## config.mk

```make
export PLATFORM = sky130hd
export DESIGN_NAME = brbf_ctrl
export DESIGN_NICKNAME = d
export VERILOG_FILES = /design/src/hw/rtl/brbf_pkg.sv /design/src/hw/rtl/brbf_ctrl.sv
export SDC_FILE = /design/constraint.sdc
export NUM_CORES = 1
export LEC_CHECK = 0
export BUFFER_PORTS_ARGS = -buffer_cell sky130_fd_sc_hd__buf_2
export CAP_MARGIN = 25
export CORE_AREA = 2 2 39 41
export CTS_CLUSTER_SIZE = 10
export DETAILED_ROUTE_END_ITERATION = 8
export DIE_AREA = 0 0 41 43
export GPL_TIMING_DRIVEN = 0
export PLACE_DENSITY = 0.77
export SLEW_MARGIN = 30
export SYNTH_ARGS = -nofsm -noshare
export SYNTH_HDL_FRONTEND = slang
export SYNTH_SLANG_ARGS = --single-unit
```

## constraint.sdc

```tcl
create_clock -name clk -period 3.85 [get_ports clk]
set_input_delay 0.1925 -clock clk [delete_from_list [all_inputs] [get_ports clk]]
set_output_delay 0.1925 -clock clk [all_outputs]
set_load 0.02 [all_outputs]
```

## src/hw/rtl/brbf_pkg.sv

```systemverilog
`timescale 1ns / 1ps
`default_nettype none
// ----------------------------------------------------------------------------
// brbf_pkg: shared types and constants
// Actions, controller states and the command/status structs between the
// controller and the datapath of the bucketed range bitmap filter.
// ----------------------------------------------------------------------------
package brbf_pkg;

	localparam int Words     = 1024;
	localparam int LogBits   = 6;
	localparam int WordAw    = $clog2(Words);
	localparam int BucketW   = WordAw + LogBits;
	localparam int CountW    = 17;
	localparam logic [CountW-1:0] CountMax = '1;
	localparam int KeyW      = 64;

	typedef enum logic [2:0] {
		ACT_CLEAR  = 3'd0,
		ACT_INSERT = 3'd1,
		ACT_PROBE  = 3'd2,
		ACT_RANGE  = 3'd3,
		ACT_COUNT  = 3'd4
	} action_t;

	typedef enum logic [1:0] {
		REG_MIN_KEY  = 2'd0,
		REG_KEY_SPAN = 2'd1,
		REG_SHIFT    = 2'd2,
		REG_SIGNED   = 2'd3
	} reg_idx_t;

	typedef enum logic [3:0] {
		ST_INIT,
		ST_IDLE,
		ST_PREP,
		ST_RD,
		ST_CHK,
		ST_WR,
		ST_CLEAR,
		ST_RQ1,
		ST_RQ2,
		ST_SCAN,
		ST_SCHK,
		ST_OUT
	} state_t;

	// controller -> datapath
	typedef struct packed {
		logic load;        // capture input item
		logic prep;        // compute offsets and buckets
		logic rd_item;     // read word of item bucket
		logic ins_wr;      // write set bit back
		logic clr_wr;      // clear word at sweep address
		logic clr_start;   // reset sweep address and counter
		logic rq1;         // range: bounds checks
		logic rq2;         // range: clamp and bucket numbers
		logic scan_rd;     // read scan word
		logic scan_next;   // advance scan address
		logic res_probe;   // latch probe result
		logic res_range;   // latch range hit from scan word
		logic res_set;     // force match to a given value
		logic res_val;
		logic res_zero;    // match 0
	} cmd_t;

	// datapath -> controller
	typedef struct packed {
		action_t action;
		logic    item_ok;   // key in span and capacity
		logic    bit_set;   // read bit of item
		logic    clr_last;
		logic    rq_early;  // range answered before scan
		logic    rq_early_val;
		logic    rq2_early;
		logic    rq2_early_val;
		logic    scan_hit;
		logic    scan_last;
	} status_t;

endpackage
`default_nettype wire

```

## src/hw/rtl/brbf_ctrl.sv

```systemverilog
`timescale 1ns / 1ps
`default_nettype none
// ----------------------------------------------------------------------------
// brbf_ctrl: controller
// Sequences memory clear, insert, probe, range scan and count; drives the handshake.
// ----------------------------------------------------------------------------
module brbf_ctrl import brbf_pkg::*; (
	input  wire logic    clk,
	input  wire logic    arst_n,
	input  wire logic    in_valid,
	output logic         in_stall,
	output logic         out_valid,
	input  wire logic    out_stall,
	input  wire status_t st,
	output cmd_t         cmd
);

	state_t state_q, state_d;

	always_ff @(posedge clk or negedge arst_n) begin
		if (!arst_n) begin
			state_q <= ST_INIT;
		end else begin
			state_q <= state_d;
		end
	end

	always_comb begin
		state_d   = state_q;
		cmd       = '0;
		in_stall  = 1'b1;
		out_valid = 1'b0;
		unique case (state_q)
			ST_INIT: begin
				cmd.clr_wr = 1'b1;
				if (st.clr_last) state_d = ST_IDLE;
			end
			ST_IDLE: begin
				in_stall = 1'b0;
				if (in_valid) begin
					cmd.load = 1'b1;
					state_d  = ST_PREP;
				end
			end
			ST_PREP: begin
				cmd.prep = 1'b1;
				case (st.action) inside
					ACT_CLEAR: begin
						cmd.clr_start = 1'b1;
						state_d       = ST_CLEAR;
					end
					ACT_INSERT, ACT_PROBE: state_d = ST_RD;
					ACT_RANGE: state_d = ST_RQ1;
					default: begin
						cmd.res_zero = 1'b1;
						state_d      = ST_OUT;
					end
				endcase
			end
			ST_RD: begin
				cmd.rd_item = 1'b1;
				state_d     = ST_CHK;
			end
			ST_CHK: begin
				if (st.action == ACT_PROBE) begin
					cmd.res_probe = 1'b1;
					state_d       = ST_OUT;
				end else begin
					cmd.res_zero = 1'b1;
					state_d      = (st.item_ok && !st.bit_set) ? ST_WR : ST_OUT;
				end
			end
			ST_WR: begin
				cmd.ins_wr = 1'b1;
				state_d    = ST_OUT;
			end
			ST_CLEAR: begin
				cmd.clr_wr = 1'b1;
				if (st.clr_last) begin
					cmd.res_zero = 1'b1;
					state_d      = ST_OUT;
				end
			end
			ST_RQ1: begin
				cmd.rq1 = 1'b1;
				state_d = ST_RQ2;
			end
			ST_RQ2: begin
				if (st.rq_early) begin
					cmd.res_set = 1'b1;
					cmd.res_val = st.rq_early_val;
					state_d     = ST_OUT;
				end else begin
					cmd.rq2 = 1'b1;
					state_d = ST_SCAN;
				end
			end
			ST_SCAN: begin
				if (st.rq2_early) begin
					cmd.res_set = 1'b1;
					cmd.res_val = st.rq2_early_val;
					state_d     = ST_OUT;
				end else begin
					cmd.scan_rd = 1'b1;
					state_d     = ST_SCHK;
				end
			end
			ST_SCHK: begin
				cmd.res_range = 1'b1;
				if (st.scan_hit || st.scan_last) begin
					state_d = ST_OUT;
				end else begin
					cmd.scan_next = 1'b1;
					cmd.scan_rd   = 1'b1;
				end
			end
			ST_OUT: begin
				out_valid = 1'b1;
				if (!out_stall) state_d = ST_IDLE;
			end
			default: state_d = ST_IDLE;
		endcase
	end

	ap_out_idle: assert property (@(posedge clk) disable iff (!arst_n)
		out_valid && !out_stall |=> state_q == ST_IDLE)
		else $error("result taken but controller not idle");
	ap_out_hold: assert property (@(posedge clk) disable iff (!arst_n)
		out_valid && out_stall |=> out_valid)
		else $error("result dropped under stall");
	ap_excl: assert property (@(posedge clk) disable iff (!arst_n)
		!(in_stall == 1'b0 && out_valid))
		else $error("input taken while result pending");

endmodule
`default_nettype wire

```

# After elaboration in Yosys (flattened, before gate mapping)
# Index checks and enable logic that the tools add are counted.
dict set report classes {
  reduce_logical 8
  eq_ne 19
  n_mux 42
}
# cell n
set ops {}
lappend ops {{4-bit case mux with 12 select lines} 1}
lappend ops {{4-bit 2-to-1 mux} 10}
lappend ops {{1-bit 2-to-1 mux} 24}
lappend ops {{4-bit by 3-bit == test with 1-bit output, second input constant} 4}
lappend ops {{4-bit == test, second input constant} 4}
lappend ops {{2-bit inequality test, second input constant} 5}
lappend ops {{4-bit by 2-bit == test with 1-bit output, second input constant} 2}
lappend ops {{2-bit 2-to-1 mux} 4}
lappend ops {{3-bit by 2-bit == test with 1-bit output, second input constant} 2}
lappend ops {{5-bit AND reduction} 1}
lappend ops {{4-bit by 1-bit == test with 1-bit output, second input constant} 1}
lappend ops {{4-bit logical NOT} 1}
lappend ops {{2-bit case mux with 2 select lines} 1}
lappend ops {{2-bit OR reduction} 2}
lappend ops {{3-bit by 1-bit == test with 1-bit output, second input constant} 1}
lappend ops {{3-bit logical NOT} 1}
lappend ops {{1-bit case mux with 3 select lines} 1}
lappend ops {{1-bit case mux with 2 select lines} 1}
lappend ops {{1-bit logical AND} 1}
lappend ops {{1-bit logical NOT} 1}
lappend ops {{1-bit logical OR} 1}
dict set report word_totals {
  regBits 4
  output_inout_bits 17
}

# Depth between registers and ports, before layout
dict set report logic_depth {
  ltp_word 5
  depth_mapped 6
  mapped_depth_nobuf 4
}

# Least setup slack after synthesis
# No wires, ideal clock.
dict set report synth_path {
  kind {flip-flop to output port}
  start {register state_q[3]}
  end {output port cmd[9] (netlist name)}
  required_ns 3.658
  stages_incl_launch_ff 5
  path_slack_ns 2.093
  arrival_ns 1.564
  path_cell_list {dfrtp_1 -> buf_6 -> clkbuf_1 -> nor4b_2 -> and2_1}
}
# element line
set synth_rtl {}
lappend synth_rtl {{start, declared} brbf_ctrl.sv:18} ;# state_t state_q, state_d;
lappend synth_rtl {{start signal, assigned} brbf_ctrl.sv:24} ;# state_q <= state_d;
lappend synth_rtl {{end, declared} brbf_ctrl.sv:15} ;# output cmd_t cmd

==> impl_metrics.tcl <==
set metrics [dict create \
    place_ws_ns 2.26 \
    finalHoldViolCount 0 \
    avgSynthCellArea_um2 7.14 \
    fin_area_um2 777 \
    antenna_cells 0 \
    tns_ns 0 \
    clk_pin_slew_ns 0.04 \
    via_count 732 \
    synth_nets 95 \
    timing.rr.start "state_q[0]$_DFFE_PN0P_" \
    crit_path_end_kind "output pin" \
    clockRootBuffer "clkbuf_4" \
    critical_path_class "reg2out" \
    cts.path.max_buffers 2 \
    die_x_um 41 \
    post-route-drc-count 0 \
    numCtsBuffers 3 \
    reg.largest.list "state_q: 4 flops" \
    layout_min_cycle_time_ns 1.84 \
    skew_ns 0.00708 \
    final-setup-viol-count 0 \
    crit_path_start "state_q[3]$_DFFE_PN0P_" \
    switchingPower_mw 0.313 \
    whs_ns 0.253 \
    multi_input_area_um2 417 \
    power_frac_clock_pct 8.7 \
    synth_cells 79 \
    synth-edff-count 0 \
    min_path_type "in2reg" \
    hpwl_um 1210 \
    min_from "st[8]" \
    grt_setup_unrepaired "false" \
    clock_sinks 4 \
    timing.final.crit_share_pct 47.8 \
    power_leakage_nw 0.394 \
    largest_register "state_q" \
    seq_area_frac_synth_pct 17.7 \
    die_y_um 43 \
    num-nets-final 133 \
    p_per_area_nw_per_um2 768 \
    drtIter0Drc 18 \
    worst_slack_ns 2.01 \
    grt-ovfl-total 0 \
    combPwrFrac_pct 76.9 \
    synthTopCellsByArea "dfrtp_1 18%, a21oi_1 7.1%, nor3_1 6.2%" \
    grt_first_pass_wirelength_um 2550 \
    ios 33 \
    regArea_um2 100 \
    die_area_um2 1760 \
    gr-usage-all-layers_pct 20.8 \
    placed_cells 127 \
    routabilityCongestion 0.835 \
    critPathMaxStageDelay_ns 0.36 \
    rows 14 \
    vias_per_cell 5.59 \
    status "finished clean" \
    cpLargestDelayFamily "buffers and inverters" \
    ant_nets 0 \
    syn_to_final_growth_pct 37.7 \
    fillers 139 \
    stdcell_count 131 \
    worst-path-max-fanout 10 \
    fin_util_pct 56.1 \
    required_ns 3.66 \
    sequentialPowerShare_pct 14.4 \
    finalMaxSlewViolations 0 \
    yosysTopAreaCell "dfrtp_1" \
    fmax_ghz 0.543 \
    place_area_um2 744 \
    path_buf_inv 3 \
    syn-cell-area_um2 564 \
    synth_ff_type "dfrtp_1" \
    wl_per_cell_um 11.8 \
    p_int_mw 0.283 \
    drive_above_1_share_pct 39.1 \
    largest_reg_flops 4 \
    synth_top_area_share_pct 17.7 \
    async_flop_share_pct 100 \
    yosysUniqueCellTypes 36 \
    p_total_mw 0.597 \
    relSlewSlack_pct 63.9 \
    cts_tree "done" \
    crit_chain "buf_6 -> clkbuf_1 -> nor4b_2 -> nand2_1 -> o31ai_1 -> buf_2" \
    worst_slew_pin_slew_ns 0.527 \
    synth-seq-cells 4 \
    first_pass_iters 4 \
    clock_latency_ns 0.24 \
    cts_setup_buffers 0 \
    grt_antenna_before_repair 0 \
    swShare_pct 52.5 \
    maxCapViolations 0 \
    start_util_pct 40.8 \
    crit_arrival_ns 1.65 \
    core_um2 1380 \
    cp-start-kind "flip-flop" \
    wl_um 1550 \
    irDropWorstVdd_mv 0.266 \
    cp_slowest_cell "dfrtp_1" \
    grt_max_degree 11 \
    portBuffers 32 \
    htreeDepth 1 \
    grt_pass1_vias 613 \
    yosysWarnings 0 \
]
-- layout make-up --
class,instances,share of cell area (%)
Sequential cell,4,12.9
Tap cell,16,2.58
Clock buffer,3,2.90
Timing Repair Buffer,33,21.9
Multi-Input combinational cell,66,53.6
Buffer,7,5.15
Inverter,2,0.966
-- power by group through the flow --
| stage | Sequential (mW) | Combinational [mW] | Clock (mW) |
|---|---|---|---|
| CTS | 0.0849 | 0.460 | 0.0527 |
| floorplan | 0.0793 | 0.354 | 0 |
| global route | 0.0874 | 0.512 | 0.0556 |
| detailed placement | 0.0853 | 0.459 | 0 |
| finish | 0.0862 | 0.459 | 0.0517 |
| global placement | 0.0843 | 0.455 | 0 |
-- placed cells by master, fill, tap and decap left out, types with 2 or more instances in the layout --
cell / count
nand2_1: 7
xor2_1: 2
dfrtp_1: 4
clkbuf_4: 3
nor2_1: 8
a21oi_1: 8
and3_1: 2
a31oi_1: 2
o21ai_0: 2
and2_1: 2
nor2b_1: 3
nand2b_1: 2
buf_2: 37
o21ai_1: 2
nor4_1: 2
nor3_1: 7
-- repair_timing --
| item | 4_1_cts | 5_1_grt |
|---|---|---|
| gates resized for setup | 0 | 0 |
| endpoints found under the hold margin | 4 | 0 |
| hold buffers | 1 | 0 |
-- routing by layer --
layer,share of wire [%],up-vias,GRT usage [%]
met3,10,2,5.24
met1,44,317,29.1
met4,0.52,0,8.00
met2,46,44,29.7
li1,-,369,-
met5,0,-,0
-- path summary, 6_finish.rpt --
kind / to / slack [ns] / depth (start not counted)
max: cmd[0] / 2.01 / 6
min: state_q[2]$_DFFE_PN0P_ / 0.25 / 3
min in group asynchronous: state_q[0]$_DFFE_PN0P_ / 0.30 / 2
max in group asynchronous: state_q[1]$_DFFE_PN0P_ / 3.43 / 2
min reg2reg: state_q[2]$_DFFE_PN0P_ / 0.70 / 2
max reg2reg: state_q[3]$_DFFE_PN0P_ / 2.33 / 4
-- cell usage after synthesis, drive strengths merged (2+ instances only) --
cell type	count
a21oi	8
a2bb2oi	2
a31oi	2
and2	2
and3	2
buf	6
dfrtp	4
inv	2
nand2	7
nand2b	2
nor2	8
nor2b	3
nor3	7
nor4	2
nor4b	2
o21ai	4
xor2	2
-- kinds of logic after synthesis --
family	count (synthesis)	share of synthesized area, %
buffers and inverters	9	8.42
DFF	4	17.7
muxes	1	1.77
and+or+nand+nor	40	40.1
xor gates and xnor gates	2	3.10
AOI/OAI and AO/OA	23	28.8
-- tightest hold or removal path, cell delays in order --
cell and delay, ns:
buf_2 0.09, nand2b_1 0.07, o21ai_1 0.08
(Power assumes the default switching activity.)
